**config.mk**
```make
export PLATFORM = sky130hd
export DESIGN_NAME = temu_ctrl
export DESIGN_NICKNAME = d
export VERILOG_FILES = /design/src/design/temu_pkg.sv /design/src/design/temu_ctrl.sv
export SDC_FILE = /design/constraint.sdc
export NUM_CORES = 1
export LEC_CHECK = 0
export BUFFER_PORTS_ARGS = -buffer_cell sky130_fd_sc_hd__clkbuf_2
export CELL_PAD_IN_SITES_DETAIL_PLACEMENT = 0
export CELL_PAD_IN_SITES_GLOBAL_PLACEMENT = 1
export CORE_MARGIN = 3
export CORE_UTILIZATION = 34
export CTS_CLUSTER_DIAMETER = 200
export CTS_CLUSTER_SIZE = 10
export DETAILED_ROUTE_END_ITERATION = 8
export PLACE_DENSITY_LB_ADDON = 0.12
export REMOVE_ABC_BUFFERS = 1
export SLEW_MARGIN = 20
export SYNTH_ARGS = -nofsm -noshare
export SYNTH_HDL_FRONTEND = slang
export SYNTH_SLANG_ARGS = --single-unit
```
**constraint.sdc**
```tcl
create_clock -name clk -period 4.1 [get_ports clk]
set_input_delay 0 -clock clk [delete_from_list [all_inputs] [get_ports clk]]
set_output_delay 0 -clock clk [all_outputs]
set_load 0.05 [all_outputs]
```
**src/design/temu_pkg.sv**
```systemverilog
// ----------------------------------------------------------------------------
// temu_pkg: shared types and constants of the toroidal energy map update
// Map geometry, fixed point formats, item kinds, controller states and the
// command and status bundles between the controller and the datapath.
// ----------------------------------------------------------------------------
package temu_pkg;

	localparam int LOG_SIDE     = 7;
	localparam int ENERGY_WIDTH = 24;
	localparam int KERNEL_FRAC  = 16;

	localparam int SIDE    = 1 << LOG_SIDE;
	localparam int HALF    = SIDE / 2;
	localparam int AREA    = SIDE * SIDE;
	localparam int KDEPTH  = HALF * HALF;
	localparam int CELL_W  = 2 * LOG_SIDE;
	localparam int KADDR_W = 2 * (LOG_SIDE - 1);

	localparam int KIND_W  = 3;
	localparam int INDEX_W = 14;
	localparam int KVAL_W  = 16;

	localparam logic [ENERGY_WIDTH-1:0] E_MAX = '1;

	typedef enum logic [KIND_W-1:0] {
		KIND_LOAD   = 3'd0,
		KIND_PLACE  = 3'd1,
		KIND_REMOVE = 3'd2,
		KIND_INVERT = 3'd3,
		KIND_READD  = 3'd4
	} kind_t;

	typedef enum logic [2:0] {
		ST_INIT,
		ST_IDLE,
		ST_WRITE,
		ST_SWEEP,
		ST_DRAIN,
		ST_CLEAR,
		ST_RESULT
	} state_t;

	typedef struct packed {
		logic capture;
		logic kernel_we;
		logic occ_we;
		logic occ_val;
		logic step;
		logic clear;
		logic clear_occ;
		logic toggle_pol;
		logic clr_best;
		logic add;
		logic out_load;
	} cmd_t;

	typedef struct packed {
		logic last;
		logic busy;
	} status_t;

endpackage

```
**src/design/temu_ctrl.sv**
```systemverilog
// ----------------------------------------------------------------------------
// temu_ctrl: controller of the toroidal energy map update
// Sequences the reset clearing pass, kernel and occupancy writes, sweeps,
// energy clears and the hand-off of each result to the output register.
// ----------------------------------------------------------------------------
module temu_ctrl (
	input  logic                          clk,
	input  logic                          arst_n,
	input  logic                          in_valid,
	output logic                          in_stall,
	input  logic [temu_pkg::KIND_W-1:0]   kind,
	output logic                          out_valid,
	input  logic                          out_stall,
	output temu_pkg::cmd_t                cmd,
	input  temu_pkg::status_t             status
);
	import temu_pkg::*;

	state_t state_q, state_d;
	kind_t  kind_q;
	kind_t  in_kind;
	logic   out_valid_q;

	assign in_kind   = kind_t'(kind);
	assign in_stall  = (state_q != ST_IDLE);
	assign out_valid = out_valid_q;

	always_ff @(posedge clk or negedge arst_n) begin
		if (!arst_n) begin
			state_q     <= ST_INIT;
			kind_q      <= KIND_LOAD;
			out_valid_q <= 1'b0;
		end else begin
			state_q <= state_d;
			if (cmd.capture) begin
				kind_q <= in_kind;
			end
			if (cmd.out_load) begin
				out_valid_q <= 1'b1;
			end else if (!out_stall) begin
				out_valid_q <= 1'b0;
			end
		end
	end

	always_comb begin
		state_d     = state_q;
		cmd         = '0;
		cmd.add     = (kind_q != KIND_REMOVE);
		cmd.occ_val = (kind_q == KIND_PLACE);
		unique case (state_q)
			ST_INIT: begin
				cmd.clear     = 1'b1;
				cmd.clear_occ = 1'b1;
				if (status.last) begin
					state_d = ST_IDLE;
				end
			end
			ST_IDLE: begin
				if (in_valid) begin
					cmd.capture = 1'b1;
					unique case (in_kind) inside
						KIND_LOAD, KIND_PLACE, KIND_REMOVE: begin
							state_d = ST_WRITE;
						end
						KIND_INVERT: begin
							cmd.toggle_pol = 1'b1;
							state_d        = ST_CLEAR;
						end
						KIND_READD: begin
							cmd.clr_best = 1'b1;
							state_d      = ST_SWEEP;
						end
						default: begin
							state_d = ST_RESULT;
						end
					endcase
				end
			end
			ST_WRITE: begin
				if (kind_q == KIND_LOAD) begin
					cmd.kernel_we = 1'b1;
					state_d       = ST_RESULT;
				end else begin
					cmd.occ_we   = 1'b1;
					cmd.clr_best = 1'b1;
					state_d      = ST_SWEEP;
				end
			end
			ST_SWEEP: begin
				cmd.step = 1'b1;
				if (status.last) begin
					state_d = ST_DRAIN;
				end
			end
			ST_DRAIN: begin
				if (!status.busy) begin
					state_d = ST_RESULT;
				end
			end
			ST_CLEAR: begin
				cmd.clear = 1'b1;
				if (status.last) begin
					state_d = ST_RESULT;
				end
			end
			ST_RESULT: begin
				if (!out_valid_q || !out_stall) begin
					cmd.out_load = 1'b1;
					state_d      = ST_IDLE;
				end
			end
			default: begin
				state_d = ST_IDLE;
			end
		endcase
	end

`ifndef ASSERT_OFF
	// A pending result word must never be overwritten.
	a_no_overwrite: assert property (@(posedge clk) disable iff (!arst_n)
		cmd.out_load |-> !(out_valid_q && out_stall))
		else $error("output register overwritten while stalled");

	// A new word is taken only once the sweep pipeline has drained.
	a_accept_drained: assert property (@(posedge clk) disable iff (!arst_n)
		cmd.capture |-> !status.busy)
		else $error("word accepted with sweep in flight");
`endif

endmodule

```
# Word-level counts from Yosys, hierarchy flattened
# Index checks and enable logic that the tools add are counted.
[totals]
reg_bits = 7
latch_bits = 0
mem_bits_ro = 0
elab_cells = 58
mem_count = 0
mem_bits_rw = 0
[classes]
magnitude_cmp = 0
reduce_logical = 9
muxes = 26
eq_ne = 20
mul = 0
addsub = 0
div_mod_pow = 0
n_shift = 0
bitwise_logic = 0
[op_table]
columns = ["cell", "n"]
rows = [
  ["$mux W3", 7],
  ["$pmux W3 S7", 1],
  ["$mux W1", 14],
  ["$eq A3 B2 Y1 const B", 4],
  ["$eq A3 B3 Y1 const B", 4],
  ["$ne A2 B2 Y1 const B", 6],
  ["$eq A3 B1 Y1 const B", 3],
  ["$logic_not A3 Y1", 3],
  ["$pmux W3 S3", 1],
  ["$reduce_and A6 Y1", 1],
  ["$mux W2", 2],
  ["$ne A3 B1 Y1 const B", 1],
  ["$ne A3 B2 Y1 const B", 1],
  ["$reduce_or A3 Y1", 1],
  ["$logic_not A1 Y1", 2],
  ["$ne A2 B1 Y1 const B", 1],
  ["$pmux W1 S2", 1],
  ["$reduce_or A2 Y1", 1],
  ["$logic_or A1 B1 Y1", 1],
]

# Logic depth before layout (Yosys ltp)
[depth]
depth_word = 5
mapped_depth = 5
depth_no_buf = 4

# Worst setup path after synthesis
# OpenSTA, ideal clock, no wires.
[synth_timing]
kind = "register to output"
startpoint = "register state_q[0]"
endpoint = "output cmd[2] (netlist bit)"
path_buffers = 1
slack_ns = 1.659
path_stages_with_launch = 6
t_arrival_ns = 2.441
cell_sequence = "dfrtp_1 > clkbuf_1 > inv_2 > nand2_1 > nor3_1 > o21bai_1"
[synth_lines]
columns = ["element", "line_no", "text"]
rows = [
  ["from (decl)", "temu_ctrl.sv:19", "state_t state_q, state_d;"],
  ["from (signal assigned)", "temu_ctrl.sv:34", "state_q <= state_d;"],
  ["to (decl)", "temu_ctrl.sv:14", "output temu_pkg::cmd_t cmd,"],
]

# Worst setup path after layout
[layout_timing]
startpoint = "register state_q[1]"
endpoint = "register state_q[2]"
[layout_between]
elab_chain_len = 3
elab_cells_between_ends = 15
[layout_lines]
columns = ["element", "line_no", "text"]
rows = [
  ["$eq A3 B3 Y1 (tied with other cells)", "temu_ctrl.sv:51", "unique case (state_q)"],
  ["$ne A2 B2 Y1 (no line)", "n/a", ""],
  ["$reduce_and A6 Y1 (no line)", "n/a", ""],
]
# Several ways; a longest one is shown, not always the timed one.
# A chain may end at the register's enable or synchronous reset.

==> results.tsv <==
stage	metric	value	unit
status	outcome	completed	
logic_synthesis	synth_cells	66	
clock_network	hold_buffers	1	
clock_network	clockBufferDepth	2	
hold_path	min_to	kind_q[1]	
setup_path	crit_type	reg -> reg	
drt	wirelength_met1	667	um
setup_path	endpoint_kind	flop	
cells_and_area	layout_common_cells	clkbuf_2, nand2_1, nor2_1, dfrtp_1	
run	max-cap-violations	0	
die	fp.dieH	45.6	um
grt	grt_pass1_vias	499	
power	ir_drop	0.485	mV
power	powerDensity	981	nW/um2
placed_design	portBuffers	21	
drt	drt_pass1_iterations	4	
clock_network	cts_buffers	3	
setup_path	cp_max_fo	14	
logic_synthesis	synth-seq-area-share	32.8	%
drt	met2_length	559	um
setup_path	reg2reg_depth	4	
sta	setup_viol	0	
logic_synthesis	syn_area	534	um2
setup_path	rr_startpoint	state_q[1]	
logic_synthesis	syn_area_per_cell	8.09	um2
die	die_area	2080	um2
cells_and_area	seq_area	175	um2
clock_network	cts_resized	0	
setup_path	path_cells	or4b_4 > a221oi_4 > o31ai_1 > a211oi_1	
cells_and_area	finalNetCount	99	
grt	globalRouteOverflowTotal	0	
drt	vias_per_cell	5.52	
setup_path	max_stage_delay	0.58	ns
die	die_w	45.6	um
drt	drc	0	
clock_network	cts.htree.levels	1	
sta	maxSlewViolCount	0	
logic_synthesis	ys_seq_elements	7	
hold_path	holdCritPathClass	in -> reg	
cells_and_area	multi_input_area	325	um2
setup_path	slowest_stage	dfrtp_1	
placed_design	preCtsSetupSlack	2.30	ns
sta	worstMarginPinSlew	0.490	ns
drt	antenna_left	0	
clock_network	cts.clk_slew.worst_paths	0.06	ns
cells_and_area	fillers	133	
cells_and_area	drive_above_1_share	33.7	%
cells_and_area	fin_area	683	um2
drt	routed_wl	1340	um
die	start_util	38.6	%
drt	top_layer_used	met4	
hold_path	min_delay_path_depth	2	
die	core.rowCount	13	
placed_design	dp_hpwl	997	um
logic_synthesis	synth_cell_type_count	28	
grt	track_usage	14.5	%
setup_path	rr_endpoint	state_q[2]	
sta	slew_headroom	67.4	%
die	boundaryPins	22	
sta	min_period	1.83	ns
hold_path	min_from	kind[1]	
clock_network	cts_setup_buffers	0	
cells_and_area	area_delta_synth_final	27.9	%
drt	vias	574	
die	core_area	1380	um2
sta	layout_setup_ws	2.27	ns
setup_path	crit_arrival	1.99	ns
setup_path	critPathRequiredTime	4.26	ns
sta	fin_tns_setup	0	ns
sta	grt_setup_unrepaired	false	
drt	drtIter0Drc	5	
clock_network	tritoncts	built	
logic_synthesis	yosys_warnings	0	
grt	antenna_found_initial	0	
cells_and_area	antenna_cells	0	
setup_path	r2r_slack	2.27	ns
placed_design	place_area	647	um2
sta	final_hold_viol_count	0	
drt	dr_wl_met3	99	um
cells_and_area	final_common_cell	clkbuf_2	
placed_design	place.gp.congestion	0.810	
sta	period_share	44.8	%
setup_path	crit_path_start_kind	flop	
clock_network	insertion_delay	0.25	ns
sta	max_clock_freq	545	MHz
clock_network	cts_root_buffer	clkbuf_4	
grt	grt_max_degree	15	
clock_network	clkSinkCount	7	
sta	clock_skew	0.00352	ns
drt	wl_per_cell	12.9	um
power	leakage	0.326	nW
grt	grt_pass1_wl	2190	um
[metal layers]
metal | vias to the layer above | track usage (%)
met2 | 27 | 20.6
met3 | 2 | 1.58
li1 | 289 | -
met4 | 0 | 8.77
met1 | 256 | 20.7
met5 | - | 0
[synthesized netlist by cell type]
cell type / number / area [um2]
a211oi_1: 3 / 22.5
a21oi_1: 4 / 20.0
a221oi_4: 1 / 26.3
a311o_1: 1 / 10.0
a31oi_1: 1 / 6.26
and2_1: 1 / 6.26
buf_1: 1 / 3.75
clkbuf_1: 2 / 7.51
dfrtp_1: 7 / 175
inv_1: 5 / 18.8
inv_2: 1 / 3.75
mux2_2: 3 / 33.8
nand2_1: 7 / 26.3
nand2b_1: 1 / 6.26
nand3_1: 1 / 5.00
nand3b_1: 1 / 7.51
nand4_1: 1 / 6.26
nor2_1: 7 / 26.3
nor3_1: 5 / 25.0
nor3b_1: 3 / 22.5
o21ai_0: 2 / 10.0
o21ai_1: 1 / 5.00
o21bai_1: 1 / 7.51
o22a_1: 1 / 8.76
o22ai_1: 1 / 6.26
o31ai_1: 2 / 15.0
or4b_4: 1 / 13.8
xor2_1: 1 / 8.76
[cell type report]
class / instances / share of cell area, %
flip-flops and latches: 7 / 25.6
repair buffers: 22 / 16.8
multi-input cells: 50 / 47.6
well taps: 15 / 2.75
clock buffers: 4 / 3.85
inverters: 6 / 3.30
[stage by stage]
step | hold WS [ns] | power (mW) | std cells | utilization [%]
3_5_place_dp | -0.150 | 0.603 | 99 | 46.8
5_1_grt | 0.0358 | 0.717 | 104 | 49.4
3_3_place_gp | -0.152 | 0.607 | 99 | 46.8
2_1_floorplan | -0.296 | 0.508 | 63 | -
4_1_cts | 0.0411 | 0.671 | 104 | 49.4
6_report | 0.0449 | 0.670 | 104 | 49.4
[kinds of logic (layout without fill, tap and decap cells)]
kind of cell / after synthesis / count (layout) / synth area share (%)
buffers and inverters: 9 / 32 / 6.32
DFF: 7 / 7 / 32.8
and+or+nand+nor: 28 / 28 / 27.2
muxes: 3 / 3 / 6.32
xor gates and xnor gates: 1 / 1 / 1.64
AOI/OAI and AO/OA: 18 / 18 / 25.8
[state kept, by name, summed over array words and instances, names as in the netlist]
signal,cells
kind_q,3
out_valid,1
state_q,3
[worst max-delay path: cells and delay by family (launching register included)]
kind / cells / cell delay (ns)
compound gates: 3 / 0.62
flops: 1 / 0.58
simple gates: 1 / 0.54
[how the worst max path moves through the flow]
stage	startpoint	to	slack [ns]
after global placement	state_q[1]	state_q[2]	2.34
after floorplan	state_q[0]	cmd[2]	1.74
final	state_q[1]	state_q[2]	2.27
after detailed placement	state_q[1]	state_q[2]	2.30
after global routing	state_q[2]	cmd[2]	2.10
after CTS	state_q[2]	cmd[2]	2.28
[report_power, final]
group          switching [mW]  internal (mW)
logic                   0.302          0.133
registers              0.0704          0.103
clock network          0.0254         0.0371
(Power assumes the default switching activity.)
